==> src/rtl/core/ihq_pos_mem.sv <==
// Label-to-slot map memory; a valid bit per label gives the absent reset.
module ihq_pos_mem #(
	parameter int unsigned AW = 6,
	parameter int unsigned DW = 7
) (
	input  logic          clk,
	input  logic          arst_n,
	input  logic          we,
	input  logic [AW-1:0] waddr,
	input  logic [DW-1:0] wdata,
	input  logic [AW-1:0] raddr,
	output logic [DW-1:0] rdata
);
	logic [DW-1:0]    mem [2**AW];
	logic [2**AW-1:0] vld_q;
	logic [DW-1:0]    rd_q;
	logic             rv_q;

	always_ff @(posedge clk or negedge arst_n) begin
		if (!arst_n) begin
			vld_q <= '0;
			rv_q  <= 1'b0;
		end else begin
			if (we) begin
				vld_q[waddr] <= 1'b1;
			end
			rv_q <= vld_q[raddr];
		end
	end

	always_ff @(posedge clk) begin
		if (we) begin
			mem[waddr] <= wdata;
		end
		rd_q <= mem[raddr];
	end

	assign rdata = rv_q ? rd_q : '0;
endmodule

==> config.mk <==
export PLATFORM = sky130hd
export DESIGN_NAME = ihq_pos_mem
export DESIGN_NICKNAME = d
export VERILOG_FILES = /design/src/rtl/core/ihq_pos_mem.sv
export SDC_FILE = /design/constraint.sdc
export NUM_CORES = 1
export LEC_CHECK = 0
export BUFFER_PORTS_ARGS = -buffer_cell sky130_fd_sc_hd__buf_2
export CORE_MARGIN = 2
export CORE_UTILIZATION = 50
export CTS_CLUSTER_SIZE = 30
export DETAILED_ROUTE_END_ITERATION = 12
export GPL_TIMING_DRIVEN = 0
export PLACE_DENSITY = 0.76
export SLEW_MARGIN = 5
export SYNTH_ARGS = -nofsm -noshare
export SYNTH_HDL_FRONTEND = slang
export SYNTH_SLANG_ARGS = --single-unit
==> constraint.sdc <==
create_clock -name clk -period 5 [get_ports clk]
set_input_delay 0.5 -clock clk [delete_from_list [all_inputs] [get_ports clk]]
set_output_delay 0.5 -clock clk [all_outputs]
set_load 0.01 [all_outputs]
==> impl_results.md <==
- Worst Path Max Fanout: 10
- Vias in the first global route: 10500
- I/O Pins: 29
- Final Hold Fails: 0
- Clk_skew: 0.0187 ns
- Gr ovfl total: 0
- Flops & latches, synth: 520
- CP Data Required Time: around 5.4 ns
- IO buf count: 20
- Reg2reg path depth: 4
- CTS clk-pin slew, worst paths: 0.06 ns
- Area leader, netlist: edfxtp_1
- Synth Flop Type: edfxtp_1
- Commonest cells after routing, fill and taps aside: edfxtp_1, mux4_2, nor2_1, or2_2, dfrtp_1
- Setup repair after global routing missed its margin: false
- Initial Utilization: 50.8%
- Num Clock Sinks: 520
- Largest net degree at the start of global routing: 65
- Hold Crit Class: in -> async
- Post-synth ARST share: 12.5%
- Dpl hpwl: between 20000 and 30000 um
- Global Route Usage Sum: 23.1%
- Worst EP arrival: 3.25 ns
- Max frequency: roughly 0.35 GHz
- Post-synth EDFFs: 448
- Max-slew violations: 0
- Antenna Violating Nets Remaining: 0
- Status: finished with violations
- Syn_area_per_cell: 20.0 sq um
- Drt pass-1 iters: 6
- FF-to-FF Start: vld_q[3]
- CTS tree: built
- Slowest CP cell: a2111oi_0
- Setup TNS: 0 ns
- Synthesized area: approximately 20000 sq um
- Rows: 73
- Ys Warns: 0
- Share of layout cells above drive strength 1: 28.5%
- Gpl congestion: 0.906
- Slowest stage delay, CP: between 1 and 1.5 ns
- Core area: 39800 sq um
- Relative slew slack: 1.43%
- P&R area growth vs syn: 12.0%
- Commonest non-fill, non-tap cell in the layout: edfxtp_1
- Failing checks: capacitance limit
- Synthesized net count: 1031
- Crit. End Element: flip-flop
- Global-route wire length before repair: 68800 um
- Post-cts sizing count: 0
- Total power: about 0.009 W
- Critical Path Source Type: input pin
- Maximum vdd drop: 0.259 mV
- DRC viols: 0
- Fin crit period: about 2.9 ns
- Register-to-register setup slack: 2.34 ns
- Setup ws final: 2.14 ns
- Area contributors post-synth: edfxtp_1, mux4_2, dfrtp_1
- # Max-Cap Violations: 1
- Number of buffers and inverters on the critical path: 2
- Crit path launch: raddr[1]
- Vias: 10300
- Power density over the cells: 409 nW/um^2
- Crit-path leading delay family: compound AO/OA/AOI/OAI gates
- Area share of the largest cell type after synthesis: 66.6%
- CP Cell Sequence: buf_2 > buf_1 > mux4_2 > a2111oi_0 > o41ai_1
- Fill cells: between 2000 and 3000
- Wire per inst: 28.4 um
- Final setup viols: 0
- Initial antenna violation count: 3
- CTS Buffer Depth: 3
- Post-layout util: roughly 57%
- Static leakage: ~7.5 nW
- CTS buffer count: 50
- Post-Place Worst Slack: ~1.8 ns
- R2r endpoint: rv_q
- Synth Instances: 1009
- Skew-Pair Late Insertion Delay: 0.58 ns
- Width of the die: between 200 and 250 um
- Die ar.: 42000 sq um
- Routed WL: 46800 um
- DRT iter0 DRCs: 1403
- Die height: roughly 210 um
- Crit Path Category: in -> reg
- H-tree depth: 2
- Post-CTS setup repair buffer count: 0
- Final period util: 57.2%
- Nets@finish: 1105
- Sequential element share of the synthesized area: approximately 75%
- Root Buffer: clkbuf_16
- Cell variety after synth: 40
- Worst slew pin tran: 1.44 ns
- Vias per std cell: 6.25
- CTS Hold Bufs: 1
[worst register-to-register path: stages (launching register included)]
cell       delay [ns]
dfrtp_1          0.37
mux4_2           0.45
nor2b_1          0.17
a2111oi_0        1.24
o41ai_1          0.23
[layer usage]
layer | global-route usage [%] | up-vias | wire [um]
met5 | 0 | - | 27
met3 | 6.79 | 115 | 5490
li1 | - | 4220 | -
met4 | 7.76 | 4 | 1530
met1 | 31.2 | 5359 | 17300
met2 | 36.4 | 621 | 22500
[report_power, final]
| group | internal (W) | switching (W) | total, W |
|---|---|---|---|
| clock network | 0.00218 | 0.00157 | 0.00375 |
| logic | 0.000268 | 0.000347 | 0.000616 |
| registers | 0.00485 | 0.0000547 | 0.00490 |
| total | 0.00729 | 0.00197 | 0.00927 |
[how the worst max path moves through the flow]
| stage | end | slack (ns) | depth (start not counted) |
|---|---|---|---|
| global placement | rd_q[2] | 1.84 | 5 |
| CTS | rd_q[2] | 2.36 | 5 |
| floorplan | mem[48][0] | 2.91 | 4 |
| detailed placement | rd_q[2] | 1.79 | 5 |
| global route | rd_q[2] | 2.08 | 5 |
| finish | rd_q[2] | 2.14 | 5 |
[registers in the layout, indices dropped and copies added, names as in the netlist]
register	count
rd_q	7
vld_q	64
rv_q	1
mem	448
[per-stage QoR]
stage / hold WS (ns) / cells / cell area [sq um]
after global placement: 0.445 / 1554 / 21000
after floorplan: 0.204 / 1009 / 20200
after global routing: 0.416 / 1650 / 22600
after CTS: 0.394 / 1650 / 22600
after detailed placement: 0.443 / 1555 / 21000
final: 0.396 / 1651 / 22600
[final cells by class]
cell class,instances,area (sq um),share of cell area [%]
sequential,520,15200,67.2
multi-input combinational,434,4710,20.8
clock buffer,77,1470,6.48
tap,525,657,2.90
buffer,54,282,1.24
clock inverter,17,168,0.740
timing repair buffer,22,140,0.619
inverter,1,3.75,0.0166
antenna,1,2.50,0.0110
[cell usage after synthesis, types with 2 or more instances]
| cell | n |
|---|---|
| a2111oi_0 | 5 |
| a21oi_1 | 6 |
| a22oi_1 | 4 |
| a31oi_1 | 5 |
| and2_1 | 7 |
| and3_1 | 3 |
| buf_1 | 6 |
| buf_2 | 17 |
| buf_4 | 9 |
| buf_6 | 3 |
| clkbuf_1 | 18 |
| dfrtp_1 | 65 |
| dfxtp_1 | 7 |
| edfxtp_1 | 448 |
| mux2i_1 | 18 |
| mux4_2 | 131 |
| nand2_1 | 18 |
| nand2b_1 | 7 |
| nand3_1 | 13 |
| nand3b_1 | 5 |
| nor2_1 | 81 |
| nor2b_1 | 11 |
| nor3_1 | 10 |
| o211ai_1 | 2 |
| o21a_1 | 4 |
| o21ai_1 | 5 |
| o221ai_1 | 11 |
| o22ai_1 | 11 |
| o41ai_1 | 4 |
| or2_2 | 65 |
[kinds of logic after synthesis]
group / Yosys count / share of synthesized area (%)
compound gates: 59 / 2.09
simple gates: 225 / 5.66
mux: 150 / 15.5
buf+inv: 55 / 1.41
flops: 520 / 75.3
No activity file was read; power rests on OpenSTA's default activity.
