===== config.mk =====
export PLATFORM = sky130hd
export DESIGN_NAME = ihq_heap_mem
export DESIGN_NICKNAME = d
export VERILOG_FILES = /design/src/rtl/core/ihq_pkg.sv /design/src/rtl/core/ihq_heap_mem.sv
export SDC_FILE = /design/constraint.sdc
export NUM_CORES = 2
export LEC_CHECK = 0
export CORE_MARGIN = 10
export CORE_UTILIZATION = 55
export CTS_BUF_LIST = sky130_fd_sc_hd__clkbuf_8
export DETAILED_ROUTE_END_ITERATION = 10
export DONT_BUFFER_PORTS = 1
export GPL_ROUTABILITY_DRIVEN = 0
export HOLD_SLACK_MARGIN = 0.1
export PLACE_DENSITY = 0.73
export SYNTH_ARGS = -nofsm -noshare
export SYNTH_HDL_FRONTEND = slang
export SYNTH_SLANG_ARGS = --single-unit

===== constraint.sdc =====
create_clock -name clk -period 4.4 [get_ports clk]
set_clock_uncertainty 0.2 [all_clocks]
set_input_delay 0.66 -clock clk [delete_from_list [all_inputs] [get_ports clk]]
set_output_delay 0.66 -clock clk [all_outputs]
set_load 0.01 [all_outputs]

===== src/rtl/core/ihq_pkg.sv =====
// Shared types and codes for the indexed max-heap queue.
package ihq_pkg;

	localparam int unsigned VALUE_W = 32;
	localparam int unsigned LABEL_W = 6;

	localparam logic CMD_INSERT = 1'b0;
	localparam logic CMD_REMOVE = 1'b1;

	localparam logic [1:0] ST_OK      = 2'd0;
	localparam logic [1:0] ST_FULL    = 2'd1;
	localparam logic [1:0] ST_ABSENT  = 2'd2;
	localparam logic [1:0] ST_PRESENT = 2'd3;

	typedef struct packed {
		logic               command;
		logic [LABEL_W-1:0] label;
		logic [VALUE_W-1:0] value;
	} req_t;

	typedef struct packed {
		logic [1:0]         status;
		logic [VALUE_W-1:0] removed_value;
		logic [LABEL_W-1:0] removed_label;
		logic [VALUE_W-1:0] max_value;
		logic [LABEL_W-1:0] max_label;
		logic               empty_res;
	} rsp_t;

	typedef struct packed {
		logic [VALUE_W-1:0] value;
		logic [LABEL_W-1:0] label;
	} entry_t;

	typedef enum logic [3:0] {
		S_IDLE,
		S_MAPRD,
		S_CHECK,
		S_RDGONE,
		S_RDLAST,
		S_UPRD,
		S_UPCMP,
		S_DNRD1,
		S_DNRD2,
		S_DNCMP,
		S_TOPRD,
		S_DONE
	} state_t;

	// Signed greater-than on keys.
	function automatic logic key_gt(input logic [VALUE_W-1:0] a, input logic [VALUE_W-1:0] b);
		return $signed(a) > $signed(b);
	endfunction

endpackage


===== src/rtl/core/ihq_heap_mem.sv =====
// Heap slot memory, one write and one registered read port.
module ihq_heap_mem #(
	parameter int unsigned AW = 6
) (
	input  logic              clk,
	input  logic              we,
	input  logic [AW-1:0]     waddr,
	input  ihq_pkg::entry_t   wdata,
	input  logic [AW-1:0]     raddr,
	output ihq_pkg::entry_t   rdata
);
	ihq_pkg::entry_t mem [2**AW];

	always_ff @(posedge clk) begin
		if (we) begin
			mem[waddr] <= wdata;
		end
		rdata <= mem[raddr];
	end
endmodule


==> run metrics <==
critical path class=primary input to flop; die height=431 µm; Routed Antenna Nets=0; Seq/Total Area, Yosys=79.4%; Total Wirelength=243000 µm; setup_tns=0 ns; worst hold-check path type=primary input to flop; Non-Filler Instances=6865; number of remaining DRC errors=0; Power Dens Cells=435 nW/µm²; crit end category=flop; Vias=46.0k; crit-path max FO=411; # setup viols final=0; buffers added on ports=0; Post-CTS Resized=0; critical path arrival=4.32 ns; die area=186000 µm²; Cell variety after synth=31; critical path startpoint category=primary input; drt first pass iters=9; HPWL after DPL=128000 µm; Yosys top cell by area=edfxtp_1; Primary FF master, synth=edfxtp_1; Avg Synthesized Cell Area=23.3 µm²; remaining global-route overflow=0; max-cap viol count=0; wire per inst=35.5 µm; RSZ-0062 raised after global routing=no; Lkg Pwr=33.1 nW; Final Cycle Share=80.1%; Post-Syn Instances=3989; part of the power in registers=57.6%; crit path time final=3.53 ns; Psw=0.0101 W; Cell Int Power=0.0354 W; post-place instance area=96100 µm²; number of global-route vias before repair=45.8k; cts bufs inserted=387; vias per cell=6.70; final instance area=105000 µm²; global-route wire length before repair=345000 µm; share of the synthesized area in the top cell type=78.6%; CTS tree=done; measured slew at the worst slew-check pin=1.31 ns; nets=4425; Detailed Route Iter0 Violations=6983; synth warn=0; htree depth=5; Post-synth EDFFs=2432; I/O pin total=90; Max Buffers Root-to-Sink=4; Clk pwr share=37.3%; Post-Place Setup Slack=1.13 ns; top cells by area, synth=edfxtp_1, mux4_2, a22oi_1, dfxtp_1, mux2i_1; Crit path buffers/inverters=3; critical path's largest stage delay=1.01 ns; sw frac=22.3%; ratio of cells with drive above 1 in the final layout=27.9%; outcome=completed; FMAX=284 MHz; worst-skew pair later-pin latency=1.08 ns; crit path cell chain=nand2_1 > buf_4 > o22ai_1 > nor2_1 > a21oi_1 > dlygate4sd3_1 > nor2_1 > dlygate4sd3_1; final setup margin=0.874 ns; CTS clock-pin slew for the worst setup and hold paths=0.06 ns; VDD IR max=0.397 mV; Gate power share=5.1%; count of state elements after synthesis=2470; dpl cells=6079; Initial Util=55.5%; Final Hold Fails=0; gr usage total=26.1%; post-CTS setup buffer count=0; CTS sink cnt=2470; Mapped Nets=4041; Slew headroom=12.7%; antenna violations before repair=17; Worst path top cell family by delay=buffers and inverters; Root Driver=clkbuf_8; Core Footprint=168000 µm²; largest net degree at the start of global routing=608; Slew Viols, Final=0; Post-synth ARST share=0%; CP max-delay cell=nand2_1; CP Data Required Time=5.19 ns; die width=431 µm; worst hold margin=0.158 ns; Synth-to-Final Area Change=12.6%; row count=150; synthesized area=92900 µm²
[flip-flops by register name, summed over array words and instances, names as in the netlist]
register,flops
mem,2432
rdata,38
[worst reg2reg max path, cell delays in order (launching register included)]
cell and delay (ns):
edfxtp_1 0.37, mux4_2 0.49, mux2i_1 0.49, a21oi_1 0.26, a21oi_1 0.19, dlygate4sd3_1 0.58, nor2_1 0.04, dlygate4sd3_1 0.56
[cells by family after synthesis]
kind of cell | after synthesis | synth area share [%]
AND/OR/NAND/NOR | 260 | 1.20
buffers and inverters | 220 | 1.21
flip-flops | 2470 | 79.4
multiplexers | 695 | 15.7
AO/OA/AOI/OAI | 344 | 2.49
[area by class of cell]
class | count | area [µm²]
flip-flops and latches | 2470 | 73800
repair buffers | 214 | 2920
well taps | 2204 | 2760
clock inverters | 270 | 1140
inverters | 1 | 3.75
diodes | 9 | 22.5
clock buffers | 398 | 5480
fillers | 10900 | 62900
multi-input cells | 1299 | 18500
[per-stage QoR]
stage | power (W) | util [%]
2_1_floorplan | 0.0279 | -
3_5_place_dp | 0.0282 | 57.4
3_3_place_gp | 0.0282 | 57.4
4_1_cts | 0.0455 | 62.3
6_report | 0.0455 | 62.4
5_1_grt | 0.0469 | 62.4
[path summary, 6_finish.rpt]
| kind | cells past startpoint | end | start | slack [ns] |
|---|---|---|---|---|
| setup / recovery | 8 | rdata[16] | raddr[1] | 0.87 |
| hold / removal | 5 | rdata[20] | raddr[0] | 0.16 |
| setup reg to reg | 7 | rdata[16] | mem[8][16] | 1.15 |
| hold reg to reg | 5 | rdata[29] | mem[3][29] | 0.62 |
[power groups by stage]
stage | clock, W | sequential [W] | combinational [W]
after floorplan | 0 | 0.0266 | 0.00125
after global placement | 0 | 0.0267 | 0.00145
after detailed placement | 0 | 0.0267 | 0.00146
after CTS | 0.0172 | 0.0262 | 0.00209
after global routing | 0.0182 | 0.0262 | 0.00241
final | 0.0170 | 0.0262 | 0.00232
[per-layer routing]
layer / vias up / routed length, µm / track usage [%]
met5: - / 40 / 0
met3: 556 / 31800 / 7.41
met2: 3338 / 114000 / 39.3
li1: 17900 / - / -
met4: 6 / 9710 / 10.0
met1: 24200 / 88100 / 36.5
[placed cells by master (no fill, tap or decap), types with 45 or more instances in the layout]
cell type      synthesis  routed
a22oi_1              138     138
nand2_1               76      76
nor2_1               127      64
inv_1                  1     153
clkinv_1               0      79
mux4_2               608     608
dlygate4sd3_1          0      63
mux2i_1               63      63
o22ai_1              100     100
buf_16                 0      45
a21oi_1               72      72
clkbuf_8               0     398
edfxtp_1            2432    2432
buf_4                 19      86
nor2_4                 0      63
[Yosys cell counts, drive strengths merged (2+ instances only)]
| master | count |
|---|---|
| a22oi | 138 |
| nor2 | 127 |
| nand2 | 76 |
| a21oi | 72 |
| dfxtp | 38 |
| nor3 | 9 |
| nor2b | 9 |
| nand3b | 5 |
| or3 | 2 |
| and2 | 2 |
| edfxtp | 2432 |
| or3b | 4 |
| nand2b | 9 |
| clkbuf | 91 |
| nand3 | 10 |
| buf | 128 |
| mux4 | 608 |
| o22ai | 100 |
| nand4 | 2 |
| o221ai | 32 |
| mux2 | 24 |
| mux2i | 63 |
| or2 | 3 |
[timing repair]
action / CTS / global route
endpoints found under the setup margin: 0 / 0
hold endpoints to repair: 2636 / 3
hold buffers: 103 / 1
Note: power is estimated with default switching activity, not from simulation.
